### src/hw/rtl/fdrs_pkg.sv
// fdrs_pkg: shared types and constants of the fault domain restart supervisor
// used by fdrs_ctrl, fdrs_dp and the top level; no dependencies
`timescale 1ns / 1ps
package fdrs_pkg;

  localparam int NumDomains = 16;
  localparam int DomIdxW    = 4;
  localparam int DomCntW    = 5;
  localparam int MaxEdges   = 64;
  localparam int EdgeIdxW   = 6;
  localparam int EdgeCntW   = 7;
  localparam int HistDepth  = 4;
  localparam int HistIdxW   = 2;
  localparam int HistCntW   = 3;

  localparam logic [2:0] OP_REGISTER = 3'd0;
  localparam logic [2:0] OP_ADD_DEP  = 3'd1;
  localparam logic [2:0] OP_MARK     = 3'd2;
  localparam logic [2:0] OP_RESTART  = 3'd3;
  localparam logic [2:0] OP_TICK     = 3'd4;
  localparam logic [2:0] OP_QUERY    = 3'd5;

  localparam logic [1:0] MS_RUN   = 2'd0;
  localparam logic [1:0] MS_CRASH = 2'd1;
  localparam logic [1:0] MS_STOP  = 2'd2;

  typedef enum logic [2:0] {
    ST_OK        = 3'd0,
    ST_NOT_FOUND = 3'd1,
    ST_TD_FAIL   = 3'd2,
    ST_INIT_FAIL = 3'd3,
    ST_THROTTLED = 3'd4,
    ST_REFUSED   = 3'd5,
    ST_NOTHING   = 3'd6
  } status_e;

  typedef struct packed {
    logic [2:0]  opcode;
    logic [7:0]  domain_id;
    logic [7:0]  dependent_id;
    logic [63:0] cur_time;
    logic [15:0] teardown_ok_mask;
    logic [15:0] init_ok_mask;
  } fdrs_in_t;

  typedef struct packed {
    logic [3:0]  result_domain;
    logic [2:0]  status;
    logic [1:0]  module_state;
    logic        alive;
    logic        pending;
    logic [31:0] restart_total;
    logic [31:0] domain_throttles;
    logic [63:0] global_throttles;
    logic [4:0]  domains_in_use;
    logic [6:0]  edges_in_use;
    logic        last;
  } fdrs_out_t;

  typedef enum logic [3:0] {
    ACT_NONE,
    ACT_LATCH,
    ACT_TICK_INIT,
    ACT_REG,
    ACT_ADD_EDGE,
    ACT_MARK,
    ACT_CRASH,
    ACT_HIST,
    ACT_THROTTLE,
    ACT_RESTART,
    ACT_EDGE
  } act_e;

  typedef enum logic [3:0] {
    S_IDLE,
    S_DEC,
    S_TSCAN,
    S_HIST,
    S_HCMP,
    S_THROT,
    S_RESTART,
    S_EDGE,
    S_EMIT
  } state_e;

  typedef struct packed {
    act_e    act;
    logic    emit;
    logic    last;
    logic    has;
    status_e status;
    logic    clr_pend;
    logic    idx_inc;
  } cmd_t;

  typedef struct packed {
    logic [2:0] opcode;
    logic       found;
    logic       dep_found;
    logic       same;
    logic       reg_full;
    logic       edge_full;
    logic       idx_end;
    logic       pend_cur;
    logic       cnt_full;
    logic       td_ok;
    logic       init_ok;
    logic       edge_done;
    logic       hist_done;
    logic       too_fast;
    logic       more_pend;
    logic       out_free;
  } sts_t;

endpackage

### src/hw/rtl/fdrs_ctrl.sv
// fdrs_ctrl: sequencing state machine of the restart supervisor
// depends on fdrs_pkg; drives the datapath through cmd_t, reads sts_t
`timescale 1ns / 1ps
module fdrs_ctrl import fdrs_pkg::*; (
  input  logic clk_i,
  input  logic rst_ni,
  input  logic in_valid_i,
  output logic in_ready_o,
  input  sts_t sts_i,
  output cmd_t cmd_o
);

  state_e  state_q, state_d;
  status_e res_status_q, res_status_d;
  logic    res_has_q, res_has_d;
  logic    tick_q, tick_d;
  logic    last_w;

  always_ff @(posedge clk_i or negedge rst_ni) begin
    if (!rst_ni) begin
      state_q      <= S_IDLE;
      res_status_q <= ST_OK;
      res_has_q    <= 1'b0;
      tick_q       <= 1'b0;
    end else begin
      state_q      <= state_d;
      res_status_q <= res_status_d;
      res_has_q    <= res_has_d;
      tick_q       <= tick_d;
    end
  end

  assign last_w = !(tick_q && res_has_q && sts_i.more_pend);

  always_comb begin
    state_d = state_q;
    unique case (state_q)
      S_IDLE: begin
        if (in_valid_i) state_d = S_DEC;
      end
      S_DEC: begin
        if (sts_i.opcode == OP_TICK) state_d = S_TSCAN;
        else if (sts_i.opcode == OP_RESTART && sts_i.found) state_d = S_RESTART;
        else state_d = S_EMIT;
      end
      S_TSCAN: begin
        if (sts_i.idx_end) state_d = S_EMIT;
        else if (sts_i.pend_cur) state_d = sts_i.cnt_full ? S_HIST : S_RESTART;
      end
      S_HIST: begin
        if (sts_i.hist_done) state_d = S_HCMP;
      end
      S_HCMP: state_d = sts_i.too_fast ? S_THROT : S_RESTART;
      S_THROT: state_d = S_EMIT;
      S_RESTART: begin
        state_d = (sts_i.td_ok && sts_i.init_ok) ? S_EDGE : S_EMIT;
      end
      S_EDGE: begin
        if (sts_i.edge_done) state_d = S_EMIT;
      end
      S_EMIT: begin
        if (sts_i.out_free) state_d = last_w ? S_IDLE : S_TSCAN;
      end
      default: state_d = S_IDLE;
    endcase
  end

  always_comb begin
    cmd_o          = '0;
    cmd_o.act      = ACT_NONE;
    cmd_o.status   = ST_OK;
    in_ready_o     = 1'b0;
    res_status_d   = res_status_q;
    res_has_d      = res_has_q;
    tick_d         = tick_q;
    unique case (state_q)
      S_IDLE: begin
        in_ready_o = 1'b1;
        if (in_valid_i) cmd_o.act = ACT_LATCH;
      end
      S_DEC: begin
        tick_d = 1'b0;
        unique case (sts_i.opcode)
          OP_REGISTER: begin
            if (sts_i.reg_full) begin
              res_has_d = 1'b0; res_status_d = ST_REFUSED;
            end else begin
              cmd_o.act = ACT_REG;
              res_has_d = 1'b1; res_status_d = ST_OK;
            end
          end
          OP_ADD_DEP: begin
            if (!sts_i.found || !sts_i.dep_found) begin
              res_has_d = sts_i.found; res_status_d = ST_NOT_FOUND;
            end else if (sts_i.same || sts_i.edge_full) begin
              res_has_d = 1'b1; res_status_d = ST_REFUSED;
            end else begin
              cmd_o.act = ACT_ADD_EDGE;
              res_has_d = 1'b1; res_status_d = ST_OK;
            end
          end
          OP_MARK: begin
            if (sts_i.found) cmd_o.act = ACT_MARK;
            res_has_d    = sts_i.found;
            res_status_d = sts_i.found ? ST_OK : ST_NOT_FOUND;
          end
          OP_RESTART: begin
            res_has_d    = 1'b0;
            res_status_d = ST_NOT_FOUND;
          end
          OP_TICK: begin
            cmd_o.act = ACT_TICK_INIT;
            tick_d    = 1'b1;
          end
          OP_QUERY: begin
            res_has_d    = sts_i.found;
            res_status_d = sts_i.found ? ST_OK : ST_NOT_FOUND;
          end
          default: begin
            res_has_d = 1'b0; res_status_d = ST_NOTHING;
          end
        endcase
      end
      S_TSCAN: begin
        if (sts_i.idx_end) begin
          res_has_d = 1'b0; res_status_d = ST_NOTHING;
        end else if (sts_i.pend_cur) begin
          cmd_o.act = ACT_CRASH;
        end else begin
          cmd_o.idx_inc = 1'b1;
        end
      end
      S_HIST: cmd_o.act = ACT_HIST;
      S_HCMP: ;
      S_THROT: begin
        cmd_o.act = ACT_THROTTLE;
        res_has_d = 1'b1; res_status_d = ST_THROTTLED;
      end
      S_RESTART: begin
        cmd_o.act      = ACT_RESTART;
        cmd_o.clr_pend = tick_q;
        res_has_d      = 1'b1;
        priority if (!sts_i.td_ok) res_status_d = ST_TD_FAIL;
        else if (!sts_i.init_ok) res_status_d = ST_INIT_FAIL;
        else res_status_d = ST_OK;
      end
      S_EDGE: cmd_o.act = ACT_EDGE;
      S_EMIT: begin
        if (sts_i.out_free) begin
          cmd_o.emit    = 1'b1;
          cmd_o.has     = res_has_q;
          cmd_o.status  = res_status_q;
          cmd_o.last    = last_w;
          cmd_o.idx_inc = tick_q;
        end
      end
      default: ;
    endcase
  end

  a_ready_idle: assert property (@(posedge clk_i) disable iff (!rst_ni)
    in_ready_o |-> (state_q == S_IDLE && cmd_o.emit == 1'b0))
    else $error("ready outside idle");
  a_accept_dec: assert property (@(posedge clk_i) disable iff (!rst_ni)
    (in_valid_i && in_ready_o) |=> state_q == S_DEC)
    else $error("accepted transfer not decoded");
  a_emit_last_ends: assert property (@(posedge clk_i) disable iff (!rst_ni)
    (cmd_o.emit && cmd_o.last) |=> state_q == S_IDLE)
    else $error("final result did not end the item");

endmodule

### config.mk
export PLATFORM = sky130hd
export DESIGN_NAME = fdrs_ctrl
export DESIGN_NICKNAME = d
export VERILOG_FILES = /design/src/hw/rtl/fdrs_pkg.sv /design/src/hw/rtl/fdrs_ctrl.sv
export SDC_FILE = /design/constraint.sdc
export NUM_CORES = 1
export LEC_CHECK = 0
export BUFFER_PORTS_ARGS = -buffer_cell sky130_fd_sc_hd__buf_2
export CELL_PAD_IN_SITES_DETAIL_PLACEMENT = 0
export CELL_PAD_IN_SITES_GLOBAL_PLACEMENT = 1
export CORE_ASPECT_RATIO = 1.25
export CORE_UTILIZATION = 40
export CTS_CLUSTER_DIAMETER = 30
export DETAILED_ROUTE_END_ITERATION = 12
export GPL_TIMING_DRIVEN = 0
export PLACE_DENSITY = 0.92
export SLEW_MARGIN = 15
export SYNTH_ARGS = -nofsm -noshare
export SYNTH_HDL_FRONTEND = slang
export SYNTH_SLANG_ARGS = --single-unit
### constraint.sdc
create_clock -name clk_i -period 3.62 [get_ports clk_i]
set_clock_uncertainty 0.15 [all_clocks]
set_input_delay 1.086 -clock clk_i [delete_from_list [all_inputs] [get_ports clk_i]]
set_output_delay 1.086 -clock clk_i [all_outputs]
set_load 0.02 [all_outputs]
Word level (Yosys, flattened, before mapping)
Cells that the tools add are included.
Word-level totals
  output and inout bits: 13
  logic and storage cells: 87
  register bits: 9
Operators by class
  equality and inequality tests: 20
  reduce and logical (&&, ||, !) cells: 18
  multiplexer cells: 45
Operators by type and width (number)
  two-way mux 4 bit: 10
  case mux 4 bit (9 select lines): 1
  two-way mux 3 bit: 10
  case mux 4 bit (7 select lines): 1
  case mux 3 bit (4 select lines): 2
  equality test 4 x 3 -> 1 bit (second input constant): 4
  case mux 3 bit (5 select lines): 1
  two-way mux 6 bit: 2
  inequality test 2 bit (second input constant): 6
  two-way mux 1 bit: 11
  equality test 4 x 2 -> 1 bit (second input constant): 2
  two-way mux 2 bit: 4
  equality test 3 x 2 -> 1 bit (second input constant): 2
  equality test 3 bit (second input constant): 2
  AND reduction 3 bit: 2
  AND reduction 5 bit: 1
  equality test 4 x 1 -> 1 bit (second input constant): 1
  equality test 4 bit (second input constant): 1
  logical AND 1 bit: 4
  logical NOT 4 bit: 1
  case mux 1 bit (4 select lines): 1
  nonzero test 4 bit: 1
  OR reduction 2 bit: 2
  equality test 3 x 1 -> 1 bit (second input constant): 1
  7 further kinds: 10

Logic depth before layout (Yosys ltp)
  depth after elaboration: 5
  gate-level depth with buffers: 6

Worst setup path after synthesis
No wires, ideal clock.
  kind: input-to-output
  from: input sts_i[0] (netlist name)
  to: output cmd_o[6] (netlist name)
  data arrival time: 2011 ps
  path buffers: 1
  stages: 4
  data required time: 2384 ps
  path slack: 373 ps
  cell sequence: and4_1 clkbuf_1 inv_1 a31oi_1
RTL lines
  from (decl): RTL line fdrs_ctrl.sv:9  | input sts_t sts_i,
  to (decl): RTL line fdrs_ctrl.sv:10  | output cmd_t cmd_o

==> impl_metrics.yaml <==
die:
  die_y_um: 61.2
  fp.coreArea_mm2: 0.00268
  std_cell_rows: 21
  die_area_mm2: 0.00302
  chipWidth_um: 49.3
  io_pins: 34
  start_util_pct: 41.8
logic_synthesis:
  synth_warnings: 0
  synth_cells: 140
  yosysSeqAreaShare_pct: 20.1
  synth.distinct_cells: 53
  synth-main-ff-cell: "dfrtp_1"
  synth_async_sr_flop_share_pct: 100
  syn_nets: 161
  ys_ff_latch: 9
  synth_enable_flop_cells: 0
  synth_area_per_cell_um2: 8.00
  netlist_area_mm2: 0.00112
place:
  pre_cts_slack_ns: 0.368
  postPlaceCellArea_mm2: 0.00132
  hpwlAfterDp_um: 2590
  port_buffers: 32
  place_congestion: 0.938
sta:
  worstMarginPinSlew_ns: 0.358
  hold_viol: 0
  max_slew_margin_pct: 75.5
  fin_crit_ns: 3.26
  setup_viol: 0
  rsz0062_at_grt: "no"
  period_share_pct: 90.0
  worst_slack_ns: 0.364
  drv_slew: 0
  max_freq_ghz: 0.307
  tns_ns: 0
clock_tree:
  post-cts-setup-buffers: 0
  cts_root_buf: "clkbuf_4"
  cts.sinks: 9
  clkTransAtPathRegs_ns: 0.06
  tritoncts: "built"
  cts_max_level: 1
  cts_resized: 0
  insertion_delay_ns: 0.26
  numCtsBuffers: 3
  cts_buffer_depth: 2
  hold_buffers: 0
critical_path:
  cp_slowest_cell: "a21o_1"
  cp_top_family: "buffers and inverters"
  crit_path_end_kind: "primary output"
  start_kind: "input pin"
  worstPathCellList: "buf_2 > buf_2 > nand2b_1 > o2111ai_1 > a21o_1 > a21oi_1 > buf_2"
  critical_path_class: "input pin to primary output"
  timing.critical_path.mode_cell: "buf_2"
  cp_data_arrival_time_ns: 2.02
  crit_path_max_incr_delay_ns: 0.18
  cp_max_fo: 10
  crit_required_ns: 2.38
  cp_num_buf_inv: 3
global_route:
  antenna_found_initial: 0
  gr-usage-all-layers_pct: 22.4
  grt_overflow: 0
  grt_max_degree: 11
  grt_pass1_vias: 1155
  grt_pass1_wl_um: 5220
route:
  drt_iter0_drc: 58
  wirelength_um: 3260
  drc_errors: 0
  avgRoutedWirePerCell_um: 15.5
  ant_nets: 0
  avgViaCountPerCell: 6.00
  dr.pass1.iters: 6
  vias: 1261
layout:
  fill_cells: 268
  area_delta_synth_final_pct: 20.4
  n_antenna_cell: 0
  fin_area_mm2: 0.00135
  drive_gt1_share_pct: 35.8
  layout.nets: 198
power_and_ir_drop:
  powerDensity_mw_per_mm2: 739
  leakagePower_nw: 0.622
  vdd.ir_drop.worst_mv: 0.282
outcome:
  status: "finished, final reports clean"
job:
  drv_cap: 0
worst_hold_path:
  hold_class: "flip-flop to flip-flop"
final cells by class:
type                    count  area, um2  area share (%)
flip-flops and latches      9        225            16.7
clock buffers               4       26.3            1.95
plain buffers              13       81.3            6.03
inverters                   7       26.3            1.95
well taps                  34       42.5            3.15
repair buffers             32        160            11.9
multi-input cells         111        787            58.3
power by group:
part	total (mW)	switching, mW	internal, mW	leakage, nW
clock	0.0781	0.0356	0.0425	0.0150
sequential	0.185	0.0381	0.147	0.116
combinational	0.733	0.421	0.312	0.492
layer usage:
metal / vias up / global-route usage (%) / wire, um
li1: 596 / - / -
met1: 596 / 26.5 / 1320
met2: 63 / 39.1 / 1640
met3: 6 / 5.19 / 235
met4: 0 / 9.66 / 68
met5: - / 0 / 0
kinds of logic after synthesis:
group | after synthesis | synth area share [%]
xor gates and xnor gates | 1 | 0.782
DFF | 9 | 20.1
and+or+nand+nor | 63 | 35.8
muxes | 4 | 5.36
AOI/OAI and AO/OA | 43 | 28.4
buffers and inverters | 20 | 9.61
final timing paths:
check | slack [ns] | depth (start not counted) | from | end
setup / recovery | 0.36 | 7 | sts_i[16] | cmd_o[8]
hold / removal | 0.36 | 1 | res_status_q[0]$_DFFE_PN0P_ | res_status_q[0]$_DFFE_PN0P_
setup reg to reg | 1.70 | 5 | state_q[3]$_DFFE_PN0P_ | state_q[1]$_DFFE_PN0P_
hold reg to reg | 0.36 | 1 | res_status_q[0]$_DFFE_PN0P_ | res_status_q[0]$_DFFE_PN0P_
max in group asynchronous | 2.62 | 1 | rst_ni | res_status_q[2]$_DFFE_PN0P_
min in group asynchronous | 0.52 | 1 | rst_ni | state_q[3]$_DFFE_PN0P_
cell usage in the layout (no fill, tap or decap), drive strengths merged, types with 6 or more instances in the layout:
master,count
a21oi,7
buf,44
dfrtp,9
inv,7
nand2,8
nand2b,6
nor2,12
o21ai,7
o22ai,6
per-stage QoR:
step / cells / hold slack [ns] / power, mW / utilization, %
floorplan: 140 / 0.323 / 0.735 / -
global placement: 206 / 0.341 / 0.899 / 49.3
detailed placement: 206 / 0.341 / 0.912 / 49.3
CTS: 210 / 0.361 / 0.993 / 50.3
global route: 210 / 0.373 / 1.07 / 50.3
finish: 210 / 0.358 / 0.996 / 50.3
sequential cells by signal, indices dropped and copies added (netlist names):
signal	count
res_has_q	1
res_status_q	3
state_q	4
tick_q	1
Yosys cell counts, drive strengths merged (2+ instances only):
| master | count | area, um2 |
|---|---|---|
| nand4b | 2 | 17.5 |
| inv | 7 | 26.3 |
| nand2b | 6 | 37.5 |
| a22oi | 2 | 15.0 |
| nand3b | 2 | 15.0 |
| a21oi | 7 | 46.3 |
| nor3 | 5 | 30.0 |
| or4b | 3 | 30.0 |
| dfrtp | 9 | 225 |
| a21o | 3 | 22.5 |
| nor2b | 5 | 33.8 |
| nand2 | 8 | 30.0 |
| o21ai | 7 | 38.8 |
| mux2 | 4 | 60.1 |
| nand4bb | 3 | 33.8 |
| a2111oi | 2 | 23.8 |
| nor3b | 2 | 15.0 |
| o22ai | 6 | 43.8 |
| and2 | 5 | 31.3 |
| buf | 12 | 77.6 |
| a31oi | 5 | 31.3 |
| nand4 | 2 | 12.5 |
| or4 | 2 | 22.5 |
| nor2 | 12 | 47.6 |
Power figures use the tool's default switching activity.
